[config.mk]
export PLATFORM = sky130hd
export DESIGN_NAME = scan_resistant_lru_replacer
export DESIGN_NICKNAME = d
export VERILOG_FILES = /design/src/rtl/core/scr_pkg.sv /design/src/rtl/core/scr_csr.sv /design/src/rtl/core/scr_scan_det.sv /design/src/rtl/core/scr_order.sv /design/src/rtl/core/scan_resistant_lru_replacer.sv
export SDC_FILE = /design/constraint.sdc
export NUM_CORES = 1
export LEC_CHECK = 0
export BUFFER_PORTS_ARGS = -buffer_cell sky130_fd_sc_hd__buf_2
export CELL_PAD_IN_SITES_DETAIL_PLACEMENT = 0
export CELL_PAD_IN_SITES_GLOBAL_PLACEMENT = 2
export CORE_MARGIN = 2
export CORE_UTILIZATION = 35
export CTS_BUF_LIST = sky130_fd_sc_hd__clkbuf_4
export DETAILED_ROUTE_END_ITERATION = 16
export PLACE_DENSITY = 0.9
export REMOVE_ABC_BUFFERS = 1
export SETUP_SLACK_MARGIN = 0.05
export SYNTH_ARGS = -nofsm -noshare
export SYNTH_HDL_FRONTEND = slang
export SYNTH_SLANG_ARGS = --single-unit
[constraint.sdc]
create_clock -name clock -period 5.9 [get_ports clock]
set_clock_uncertainty 0.15 [all_clocks]
set_input_delay 1.77 -clock clock [delete_from_list [all_inputs] [get_ports clock]]
set_output_delay 1.77 -clock clock [all_outputs]
set_load 0.005 [all_outputs]
[src/rtl/core/scr_pkg.sv]
// ----------------------------------------------------------------------------
// scr_pkg: shared types and constants of the scan resistant LRU replacer
// Field widths, action codes, register map and the order update command.
// ----------------------------------------------------------------------------
package scr_pkg;

   // default configuration of the slot order and the block size
   localparam int NUM_SLOTS_DEFAULT   = 16;
   localparam int BLOCK_SHIFT_DEFAULT = 3;

   // fixed field widths
   localparam int SECTOR_W = 48;
   localparam int SLOT_W   = 4;
   localparam int CSEC_W   = 7;
   localparam int RUN_W    = 8;

   // request kinds
   localparam logic REQ_HIT  = 1'b0;
   localparam logic REQ_MISS = 1'b1;

   // run length limits
   localparam logic [RUN_W-1:0] RUN_MAX   = 8'hFF;
   localparam logic [RUN_W-1:0] RUN_FIRST = 8'd1;

   // register map: one register per 32-bit word
   localparam int CSR_ADDR_W = 3;
   localparam int CSR_IDX_W  = CSR_ADDR_W - 2;
   localparam logic [CSR_IDX_W-1:0] REG_SCAN_THRESHOLD = 1'b0;
   localparam logic [RUN_W-1:0]     THRESHOLD_RESET    = 8'd10;

   // result actions
   typedef enum logic [1:0] {
      ACT_READ_CACHE = 2'd0,
      ACT_BYPASS     = 2'd1,
      ACT_FILL       = 2'd2
   } action_type;

   // order update command from the request stage
   typedef struct packed {
      logic              hit;
      logic              fill;
      logic [SLOT_W-1:0] hit_slot;
   } order_cmd_type;

endpackage

[src/rtl/core/scr_csr.sv]
// ----------------------------------------------------------------------------
// scr_csr: configuration registers
// APB-style slave holding the scan threshold.
// ----------------------------------------------------------------------------
module scr_csr (
   input  logic                          clock,
   input  logic                          reset,
   input  logic                          psel,
   input  logic                          penable,
   input  logic                          pwrite,
   input  logic [scr_pkg::CSR_ADDR_W-1:0] paddr,
   input  logic [31:0]                   pwdata,
   output logic [31:0]                   prdata,
   output logic                          pready,
   output logic [scr_pkg::RUN_W-1:0]     threshold
);
   import scr_pkg::*;

   logic [RUN_W-1:0]     threshold_ff;
   logic [RUN_W-1:0]     threshold_in;
   logic [CSR_IDX_W-1:0] reg_idx;
   logic                 wr_beat;

   assign pready  = 1'b1;
   assign reg_idx = paddr[CSR_ADDR_W-1:2];
   assign wr_beat = psel && penable && pwrite && pready;

   // register write
   always_comb begin
      threshold_in = threshold_ff;
      if (wr_beat && (reg_idx == REG_SCAN_THRESHOLD)) begin
         threshold_in = pwdata[RUN_W-1:0];
      end
   end

   always_ff @(posedge clock) begin
      if (reset) begin
         threshold_ff <= THRESHOLD_RESET;
      end else begin
         threshold_ff <= threshold_in;
      end
   end

   // read back
   always_comb begin
      prdata = '0;
      if (reg_idx == REG_SCAN_THRESHOLD) begin
         prdata = {{(32 - RUN_W){1'b0}}, threshold_ff};
      end
   end

   assign threshold = threshold_ff;

endmodule

[src/rtl/core/scr_scan_det.sv]
// ----------------------------------------------------------------------------
// scr_scan_det: sequential scan detector
// Counts consecutive misses one block apart and flags misses to bypass.
// ----------------------------------------------------------------------------
module scr_scan_det #(
   parameter int BLOCK_SHIFT_BITS = scr_pkg::BLOCK_SHIFT_DEFAULT
) (
   input  logic                          clock,
   input  logic                          reset,
   input  logic                          miss_valid,
   input  logic [scr_pkg::SECTOR_W-1:0]  sector,
   input  logic [scr_pkg::RUN_W-1:0]     threshold,
   output logic                          bypass,
   output logic [scr_pkg::RUN_W-1:0]     run_now
);
   import scr_pkg::*;

   localparam logic [SECTOR_W-1:0] STEP = SECTOR_W'(1) << BLOCK_SHIFT_BITS;

   logic [SECTOR_W-1:0] last_ff;
   logic [SECTOR_W-1:0] last_in;
   logic [RUN_W-1:0]    run_ff;
   logic [RUN_W-1:0]    run_in;
   logic                have_prev_ff;
   logic                have_prev_in;
   logic                in_step;
   logic [RUN_W-1:0]    run_next;

   // next run length for a miss, step taken modulo the sector width
   assign in_step = (sector == (last_ff + STEP));

   always_comb begin
      if (!have_prev_ff) begin
         run_next = RUN_FIRST;
      end else if (in_step) begin
         run_next = (run_ff == RUN_MAX) ? RUN_MAX : run_ff + RUN_W'(1);
      end else begin
         run_next = RUN_FIRST;
      end
   end

   // first miss after reset never bypasses
   assign bypass  = miss_valid && have_prev_ff && (run_next >= threshold);
   assign run_now = miss_valid ? run_next : run_ff;

   // detector state
   always_comb begin
      last_in      = last_ff;
      run_in       = run_ff;
      have_prev_in = have_prev_ff;
      if (miss_valid) begin
         last_in      = sector;
         run_in       = run_next;
         have_prev_in = 1'b1;
      end
   end

   always_ff @(posedge clock) begin
      if (reset) begin
         last_ff      <= '0;
         run_ff       <= '0;
         have_prev_ff <= 1'b0;
      end else begin
         last_ff      <= last_in;
         run_ff       <= run_in;
         have_prev_ff <= have_prev_in;
      end
   end

   // a run is open exactly once a miss has been seen
   a_run_open : assert property (@(posedge clock) disable iff (reset)
      have_prev_ff == (run_ff != '0))
      else $error("scan run length out of step with miss history");

endmodule

[src/rtl/core/scr_order.sv]
// ----------------------------------------------------------------------------
// scr_order: recency order of the cache slots
// Row of slot cells; a promote moves one entry to the most recent end and
// shifts the entries above it down by one, all in a single update.
// ----------------------------------------------------------------------------
module scr_order #(
   parameter int NUM_SLOTS = scr_pkg::NUM_SLOTS_DEFAULT
) (
   input  logic                          clock,
   input  logic                          reset,
   input  scr_pkg::order_cmd_type        cmd,
   output logic [$clog2(NUM_SLOTS)-1:0]  victim
);
   import scr_pkg::*;

   localparam int IDX_W = $clog2(NUM_SLOTS);
   localparam int CMP_W = (IDX_W > SLOT_W) ? IDX_W : SLOT_W;

   logic [IDX_W-1:0]     order_ff [NUM_SLOTS];
   logic [IDX_W-1:0]     order_in [NUM_SLOTS];
   logic [NUM_SLOTS-1:0] match;
   logic [NUM_SLOTS-1:0] ge;
   logic [IDX_W-1:0]     moved;
   logic [CMP_W-1:0]     slot_ext;

   assign slot_ext = CMP_W'(cmd.hit_slot);

   // locate the entry to promote; the least recent one on a fill
   always_comb begin
      moved = '0;
      for (int i = 0; i < NUM_SLOTS; i++) begin
         match[i] = (cmd.hit && (CMP_W'(order_ff[i]) == slot_ext)) ||
                    (cmd.fill && (i == 0));
      end
      for (int i = 0; i < NUM_SLOTS; i++) begin
         if (match[i]) begin
            moved = moved | order_ff[i];
         end
      end
   end

   // each cell at or above the promoted place takes its upper neighbour
   for (genvar i = 0; i < NUM_SLOTS; i++) begin : g_cell
      assign ge[i] = |match[i:0];
      if (i == NUM_SLOTS - 1) begin : g_top
         assign order_in[i] = ge[i] ? moved : order_ff[i];
      end else begin : g_mid
         assign order_in[i] = ge[i] ? order_ff[i+1] : order_ff[i];
      end
   end

   always_ff @(posedge clock) begin
      if (reset) begin
         for (int i = 0; i < NUM_SLOTS; i++) begin
            order_ff[i] <= IDX_W'(i);
         end
      end else begin
         order_ff <= order_in;
      end
   end

   assign victim = order_ff[0];

   // the order stays a permutation, so at most one cell matches
   a_one_match : assert property (@(posedge clock) disable iff (reset)
      $onehot0(match))
      else $error("more than one order entry matches the promoted slot");

endmodule

[src/rtl/core/scan_resistant_lru_replacer.sv]
// ----------------------------------------------------------------------------
// scan_resistant_lru_replacer: LRU slot replacer with scan bypass
// Top level: request register, scan detector, slot order, result register.
// ----------------------------------------------------------------------------
// A request is taken at every clock edge with start high; busy stays low, so
// one request per cycle is sustained. The request is registered, and in the
// following cycle the scan detector and the slot order are updated and the
// result is registered; rsp_valid comes from that result register. Requests
// are served strictly in order, and each one sees the order and run length
// left by the one before it. The receiver cannot hold results off. There is
// no clearing pass after reset. The scan threshold sits at byte address 0 of
// the APB-style port.
// ----------------------------------------------------------------------------
module scan_resistant_lru_replacer #(
   parameter int NUM_SLOTS        = scr_pkg::NUM_SLOTS_DEFAULT,
   parameter int BLOCK_SHIFT_BITS = scr_pkg::BLOCK_SHIFT_DEFAULT
) (
   input  logic                           clock,
   input  logic                           reset,
   // request beat
   input  logic                           start,
   output logic                           busy,
   input  logic                           req_type,
   input  logic [scr_pkg::SLOT_W-1:0]     req_hit_slot,
   input  logic [scr_pkg::SECTOR_W-1:0]   req_src_sector,
   // result beat
   output logic                           rsp_valid,
   output logic [1:0]                     rsp_action,
   output logic [scr_pkg::SLOT_W-1:0]     rsp_slot,
   output logic [scr_pkg::CSEC_W-1:0]     rsp_cache_sector,
   output logic [scr_pkg::RUN_W-1:0]      rsp_scan_run,
   // configuration
   input  logic                           psel,
   input  logic                           penable,
   input  logic                           pwrite,
   input  logic [scr_pkg::CSR_ADDR_W-1:0] paddr,
   input  logic [31:0]                    pwdata,
   output logic [31:0]                    prdata,
   output logic                           pready
);
   import scr_pkg::*;

   localparam int IDX_W = $clog2(NUM_SLOTS);
   localparam int CMP_W = (IDX_W > SLOT_W) ? IDX_W : SLOT_W;
   localparam int SH_W  = CMP_W + BLOCK_SHIFT_BITS + CSEC_W;

   // request register
   logic                req_valid_ff;
   logic                req_type_ff;
   logic [SLOT_W-1:0]   req_slot_ff;
   logic [SECTOR_W-1:0] req_sector_ff;

   // result register
   logic                rsp_valid_ff;
   action_type          rsp_action_ff;
   action_type          rsp_action_in;
   logic [SLOT_W-1:0]   rsp_slot_ff;
   logic [SLOT_W-1:0]   rsp_slot_in;
   logic [CSEC_W-1:0]   rsp_csec_ff;
   logic [CSEC_W-1:0]   rsp_csec_in;
   logic [RUN_W-1:0]    rsp_run_ff;

   logic [RUN_W-1:0]    threshold;
   logic                miss_valid;
   logic                bypass;
   logic [RUN_W-1:0]    run_now;
   order_cmd_type       order_cmd;
   logic [IDX_W-1:0]    victim;
   logic [CMP_W-1:0]    sel_slot;
   logic [SH_W-1:0]     shifted;

   assign busy = 1'b0;

   // capture the request beat
   always_ff @(posedge clock) begin
      if (reset) begin
         req_valid_ff <= 1'b0;
      end else begin
         req_valid_ff <= start && !busy;
      end
   end

   always_ff @(posedge clock) begin
      req_type_ff   <= req_type;
      req_slot_ff   <= req_hit_slot;
      req_sector_ff <= req_src_sector;
   end

   scr_csr u_csr (
      .clock     (clock),
      .reset     (reset),
      .psel      (psel),
      .penable   (penable),
      .pwrite    (pwrite),
      .paddr     (paddr),
      .pwdata    (pwdata),
      .prdata    (prdata),
      .pready    (pready),
      .threshold (threshold)
   );

   assign miss_valid = req_valid_ff && (req_type_ff == REQ_MISS);

   scr_scan_det #(
      .BLOCK_SHIFT_BITS (BLOCK_SHIFT_BITS)
   ) u_scan_det (
      .clock      (clock),
      .reset      (reset),
      .miss_valid (miss_valid),
      .sector     (req_sector_ff),
      .threshold  (threshold),
      .bypass     (bypass),
      .run_now    (run_now)
   );

   // order update: promote on a hit, evict least recent on a fill
   always_comb begin
      order_cmd.hit      = req_valid_ff && (req_type_ff == REQ_HIT);
      order_cmd.fill     = miss_valid && !bypass;
      order_cmd.hit_slot = req_slot_ff;
   end

   scr_order #(
      .NUM_SLOTS (NUM_SLOTS)
   ) u_order (
      .clock  (clock),
      .reset  (reset),
      .cmd    (order_cmd),
      .victim (victim)
   );

   // result fields
   assign sel_slot = (req_type_ff == REQ_HIT) ? CMP_W'(req_slot_ff) : CMP_W'(victim);
   assign shifted  = SH_W'(sel_slot) << BLOCK_SHIFT_BITS;

   always_comb begin
      if (req_type_ff == REQ_HIT) begin
         rsp_action_in = ACT_READ_CACHE;
         rsp_slot_in   = sel_slot[SLOT_W-1:0];
         rsp_csec_in   = shifted[CSEC_W-1:0];
      end else if (bypass) begin
         rsp_action_in = ACT_BYPASS;
         rsp_slot_in   = '0;
         rsp_csec_in   = '0;
      end else begin
         rsp_action_in = ACT_FILL;
         rsp_slot_in   = sel_slot[SLOT_W-1:0];
         rsp_csec_in   = shifted[CSEC_W-1:0];
      end
   end

   always_ff @(posedge clock) begin
      if (reset) begin
         rsp_valid_ff <= 1'b0;
      end else begin
         rsp_valid_ff <= req_valid_ff;
      end
   end

   always_ff @(posedge clock) begin
      rsp_action_ff <= rsp_action_in;
      rsp_slot_ff   <= rsp_slot_in;
      rsp_csec_ff   <= rsp_csec_in;
      rsp_run_ff    <= run_now;
   end

   assign rsp_valid        = rsp_valid_ff;
   assign rsp_action       = rsp_action_ff;
   assign rsp_slot         = rsp_slot_ff;
   assign rsp_cache_sector = rsp_csec_ff;
   assign rsp_scan_run     = rsp_run_ff;

   // every registered request leaves exactly one result beat
   a_req_to_rsp : assert property (@(posedge clock) disable iff (reset)
      req_valid_ff |=> rsp_valid_ff)
      else $error("registered request produced no result beat");

   a_no_spurious : assert property (@(posedge clock) disable iff (reset)
      !req_valid_ff |=> !rsp_valid_ff)
      else $error("result beat without a request");

   // a bypassed miss names no slot
   a_bypass_zero : assert property (@(posedge clock) disable iff (reset)
      (rsp_valid_ff && (rsp_action_ff == ACT_BYPASS)) |->
      ((rsp_slot_ff == '0) && (rsp_csec_ff == '0)))
      else $error("bypass result carries a slot");

endmodule
## Yosys cells after proc, flatten, opt, wreduce, memory -nomap -nowiden

Index checks and enable logic that the tools add are counted.

| storage, ports and cells | value |
|---|---|
| input port bits | 94 |
| output and inout port bits | 56 |
| word-level logic and storage cells | 136 |
| bits in registers | 205 |

| cells by class | value |
|---|---|
| add/subtract/negate cells | 2 |
| equal/unequal tests | 18 |
| muxes and demuxes | 27 |
| reductions and logical operators | 41 |
| magnitude comparators | 1 |
| bitwise logic cells | 17 |

Operators with widths:

| cell | count |
|---|---|
| $mux W4 | 19 |
| $eq A4 B4 Y1 | 16 |
| $or A4 B4 Y4 | 15 |
| $add A48 B4 Y48 const B | 1 |
| $eq A48 B48 Y1 | 1 |
| $mux W8 | 5 |
| $logic_and A1 B1 Y1 | 24 |
| $reduce_or A16 Y1 | 1 |
| $reduce_or A15 Y1 | 1 |
| $mux W7 | 2 |
| $reduce_or A14 Y1 | 1 |
| $reduce_or A13 Y1 | 1 |
| $reduce_or A12 Y1 | 1 |
| $reduce_or A11 Y1 | 1 |
| $reduce_or A10 Y1 | 1 |
| $reduce_or A9 Y1 | 1 |
| $add A8 B1 Y8 const B | 1 |
| $eq A8 B8 Y1 const B | 1 |
| $ge A8 B8 Y1 | 1 |
| $reduce_or A8 Y1 | 1 |
| $reduce_or A7 Y1 | 1 |
| $reduce_or A6 Y1 | 1 |
| $reduce_or A5 Y1 | 1 |
| $reduce_or A4 Y1 | 1 |
| 6 further kinds | 7 |

## Longest topological paths before layout

| logic depth | value |
|---|---|
| depth after elaboration | 40 |
| depth in mapped cells | 24 |
| depth with buffers taken out | 20 |

## Cells and area by module

From an unflattened synthesis, not the netlist that was laid out.

| second synthesis, totals | value |
|---|---|
| cell total of the unflattened synthesis | 1127 |
| area total of the unflattened synthesis | 10281.1 sq um |

Modules (own cells, without submodules):

| module | seq. area each (sq um) | cells each | area an instance (sq um) | times used |
|---|---|---|---|---|
| scr_scan_det | 1141.1 | 551 | 4428.0 | 1 |
| scr_order | 1281.2 | 415 | 3683.5 | 1 |
| scan_resistant_lru_replacer | 1381.3 | 91 | 1549.0 | 1 |
| scr_csr | 160.2 | 70 | 620.6 | 1 |

## Worst setup path after synthesis

Ideal clock, no wire load.

| path | value |
|---|---|
| path type | flip-flop to flip-flop |
| start | register u_scan_det.last_ff[8] |
| end | register u_order.order_ff[6] (netlist bit) |
| clock period less this slack | 5.068 ns |
| library setup time | 0.133 ns |
| required time | 5.617 ns |
| arrival time | 4.785 ns |
| cell stages (with the launch flop) | 22 |
| setup slack | 0.832 ns |
| buffers on the path | 3 |
| path through | dfxtp_1 nand4_1 or3_1 or4b_1 a21oi_1 nor4b_1 nand4_1 nor3_2 buf_4 and3_1 ha_1 nand2b_1 a21o_1 a21o_1 a21oi_1 o21a_1 nor4b_1 clkbuf_1 nand3b_1 clkbuf_1 nor3_1 a31oi_1 |

| on the way | value |
|---|---|
| cells in the longest elaborated chain, start to end | 10 |

Ends and longest elaborated chain:

| item | line | RTL |
|---|---|---|
| from (decl) | scr_scan_det.sv:20 | `logic [SECTOR_W-1:0] last_ff;` |
| from (signal assigned) | scr_scan_det.sv:64 | `last_ff <= last_in;` |
| $add A48 B4 Y48 | scr_scan_det.sv:30 | `assign in_step = (sector == (last_ff + STEP));` |
| $eq A48 B48 Y1 | scr_scan_det.sv:30 |  |
| $mux W8 | scr_scan_det.sv:35 | `end else if (in_step) begin` |
| $mux W8 | scr_scan_det.sv:33 | `if (!have_prev_ff) begin` |
| $ge A8 B8 Y1 | scr_scan_det.sv:43 | `assign bypass = miss_valid && have_prev_ff && (run_next >= threshold);` |
| $logic_and A1 B1 Y1 | scr_scan_det.sv:43 |  |
| $logic_not A1 Y1 | scan_resistant_lru_replacer.sv:119 | `order_cmd.fill = miss_valid && !bypass;` |
| $logic_and A1 B1 Y1 | scan_resistant_lru_replacer.sv:119 |  |
| $logic_or A1 B1 Y1 | scr_order.sv:32 | `match[i] = (cmd.hit && (CMP_W'(order_ff[i]) == slot_ext)) \|\|` |
| $reduce_or A15 Y1 | scr_order.sv:44 | `assign ge[i] = \|match[i:0];` |
| to (signal, indexed assignment) | scr_order.sv:55 | `order_ff[i] <= IDX_W'(i);` |
| to (signal assigned) | scr_order.sv:58 | `order_ff <= order_in;` |
| to (decl) | scr_order.sv:19 | `logic [IDX_W-1:0] order_ff [NUM_SLOTS];` |

Every way passes these cells.
A chain may end at the register's enable or synchronous reset.

## Worst setup path in the final report

| path | value |
|---|---|
| start | register u_scan_det.last_ff[8] |
| end | register u_order.order_ff[47] (netlist bit) |

| on the way | value |
|---|---|
| cells in the longest elaborated chain, start to end | 10 |

Ends and longest elaborated chain:

| item | line |
|---|---|
| $add A48 B4 Y48 | scr_scan_det.sv:30 |
| $eq A48 B48 Y1 | scr_scan_det.sv:30 |
| $mux W8 | scr_scan_det.sv:35 |
| $mux W8 | scr_scan_det.sv:33 |
| $ge A8 B8 Y1 | scr_scan_det.sv:43 |
| $logic_and A1 B1 Y1 | scr_scan_det.sv:43 |
| $logic_not A1 Y1 | scan_resistant_lru_replacer.sv:119 |
| $logic_and A1 B1 Y1 | scan_resistant_lru_replacer.sv:119 |
| $logic_or A1 B1 Y1 | scr_order.sv:32 |
| $reduce_or A5 Y1 | scr_order.sv:44 |

Every way passes these cells.

==> metrics.txt <==
Netlist cell types 73; Num CTS Buffers 17; Die Footprint between 20000 and 30000 um^2; Finished Core Util 0.395; Synth top area share 0.397; Post-layout nets 1357; peak supply drop 124 uV; cell taking the most area after synthesis dfxtp_1; cells taking the most area after synthesis dfxtp_1, nand2_1, xnor2_1, mux2i_1, a21oi_1; hold wc startpoint req_sector_ff[43]$_DFF_P_; CTS tree built; hold depth 2; kind of critical path reg -> reg; crit path capture type flop; CTS Hold Bufs 0; Max Cap Viol 0; core area 27900 um^2; Critical Path Fanout Max 16; P&R area growth vs syn 10.3%; initial core utilization 0.358; vias post-DR 8443; layout cell share with drive strength beyond 1 0.134; period utilisation layout 0.910; routed vias/inst slightly above 5; startpoint types flop; RSZ-0062 raised after global routing false; Port Buffer Count 94; initial antenna violation count 1; gpl congestion between 0.8 and 0.9; worst hold path class reg -> reg; Post-synth top flop dfxtp_1; DR iter-0 viols about 500; most common cell after layout, fill and taps aside dfxtp_1; Max Freq roughly 0.19 GHz; fillers 2923; number of flops mapped to enable cells by yosys 0; Seq/Total Area, Yosys 0.397; CTS root buf clkbuf_4; WL/cell between 15 and 20 um; hold_ws 295 ps; Setup-failing EPs final 0; Worst-Margin Slew 866 ps; most frequent cells in the layout dfxtp_1, nand2_1, buf_2, a21oi_1, xnor2_1; io pins 150; asr flop ratio synth 0; max-slew violations 0; design area 11000 um^2; Final min period ~5400 ps; Routed Antenna Nets 0; CP max stage cell or4b_1; reg-to-reg slack, setup between 500 and 600 ps; Reg clk slew, reported paths 190 ps; Post-Syn Area 9990 um^2; yosys synthesis warning count 0; die width about 170 um; Final Hold Vio Count 0; first-pass GRT wire length about 43000 um; CP Data Required Time 6230 ps; Yosys reg bits 198; Post-DP Area 10700 um^2; total wire length 26600 um; clk sinks 198; drt pass-1 iters 5; DRC viols 0; clock latency on the worst-skew pair 600 ps; Max stage delay on crit path 580 ps; FF/Latch Area 3960 um^2; vias in the first global route 8053; Clock Path Buffers 2; crit path DAT 5690 ps; outcome complete, no violations; synthesized instance count 1185; GRT overflow 0; P_leak 0.00432 uW; Worst Reg2Reg Path Length in Cells 19; hold endpoint u_scan_det.last_ff[43]$_SDFFE_PP0P_; reg2reg end u_order.order_ff[47]$_SDFFE_PP0P_; Avg Cell Area, Syn 8.43 um^2; largest net degree at the start of global routing 63; Multi-input gate area 5560 um^2; Die Span Y 173 um; row count 61; DPL Wire Length 19100 um; crit-path cells nand4_1 -> or3_1 -> or4b_1 -> a21oi_1 -> nor4b_1 -> nand4_1 -> nor3_2 -> buf_12 -> and3_1 -> ha_1 -> nand2b_1 -> a21o_1 -> a21o_1 -> a21oi_1 -> o21a_2 -> nor2_1 -> nand3b_1 -> mux2i_1 -> nor2_1; power per cell area 229 nW/um^2; worst r2r src u_scan_det.last_ff[8]$_SDFFE_PP0P_; Slew headroom 0.417; GR Util All Layers 0.177; H-tree depth 4
what timing repair did:
action | in CTS | in global routing
setup endpoints to repair | 0 | 15
resized for setup | 0 | 4
buffers inserted | 0 | 0
power by group:
group	switching, uW	leakage (uW)	internal, uW	total (uW)
clock network	531	0.000150	193	725
registers	79.4	0.00163	1400	1480
logic	170	0.00254	146	316
worst max-delay path, delay by kind of cell, from the launching register on:
kind	cells	cell delay, ps
flip-flops	1	520
adder cells (fa/ha/maj)	1	220
buffers and inverters	1	170
multiplexers	1	220
AND/OR/NAND/NOR	11	2930
AO/OA/AOI/OAI	5	1050
kinds of logic (layout without fill, tap and decap cells):
kind of cell             Yosys count  after routing  synth area share
multiplexers                      54             54            0.0544
flip-flops                       198            198             0.397
other                              2             30          0.000752
AND/OR/NAND/NOR                  486            486             0.245
adder cells (fa/ha/maj)           10             10            0.0125
AO/OA/AOI/OAI                    194            194             0.122
XOR/XNOR                         124            124             0.109
buffers and inverters            117            171            0.0599
metal layers:
layer | wire (um) | share of wire | vias up | GRT usage
li1 | - | - | 4215 | -
met1 | 12300 | 0.46 | 4017 | 0.229
met2 | 12800 | 0.48 | 176 | 0.300
met3 | 973 | 0.037 | 35 | 0.0321
met4 | 501 | 0.019 | 0 | 0.0533
met5 | 0 | 0 | - | 0
cells in the mapped netlist, types with 14 or more instances:
library cell  instances
a21oi_1              90
a22oi_1              23
a31oi_1              14
and3_1               20
buf_2                16
buf_4                36
clkbuf_1             38
dfxtp_1             198
inv_1                22
mux2i_1              52
nand2_1             179
nand3_1              51
nand4_1              24
nor2_1               72
nor3_1               37
nor4_1               20
xnor2_1              75
xor2_1               49
cell type report:
type	instances	share of cell area
inverter	22	0.00749
tap	378	0.0429
antenna	1	0.000227
clock buffer	17	0.0116
timing repair buffer	117	0.0597
clock inverter	15	0.0141
sequential	198	0.360
multi-input combinational	897	0.504
through the flow:
stage | total power [uW] | worst slack, ps | instances | setup TNS [ps]
after floorplan | 1700 | -111 | 1117 | -418
after global placement | 1820 | 431 | 1612 | 0
after detailed placement | 1820 | 394 | 1612 | 0
after global routing | 2650 | 107 | 1645 | 0
final | 2520 | 533 | 1645 | 0
after CTS | 2550 | 367 | 1644 | 0
worst max-delay path by stage:
stage                                  startpoint                                 to  slack [ps]  cells after the start
2_1_floorplan  u_scan_det.last_ff[8]$_SDFFE_PP0P_   u_order.order_ff[5]$_SDFFE_PP1P_        -110                     18
3_3_place_gp   u_scan_det.last_ff[8]$_SDFFE_PP0P_  u_order.order_ff[28]$_SDFFE_PP0P_         430                     18
3_5_place_dp   u_scan_det.last_ff[8]$_SDFFE_PP0P_  u_order.order_ff[28]$_SDFFE_PP0P_         390                     18
4_1_cts        u_scan_det.last_ff[8]$_SDFFE_PP0P_  u_order.order_ff[28]$_SDFFE_PP0P_         370                     18
5_1_grt        u_scan_det.last_ff[8]$_SDFFE_PP0P_  u_order.order_ff[45]$_SDFFE_PP0P_         110                     19
6_report       u_scan_det.last_ff[8]$_SDFFE_PP0P_  u_order.order_ff[47]$_SDFFE_PP0P_         530                     19
sequential cells by signal, indices dropped and copies added (netlist names):
register and count:
req_type_ff 1, u_scan_det.have_prev_ff 1, rsp_scan_run 8, rsp_action 2, rsp_valid 1, req_sector_ff 48, req_slot_ff 4, rsp_cache_sector 4
u_csr.threshold 8, req_valid_ff 1, u_order.victim 4, u_scan_det.run_ff 8, u_scan_det.last_ff 48, u_order.order_ff 60
Power figures use the tool's default switching activity.
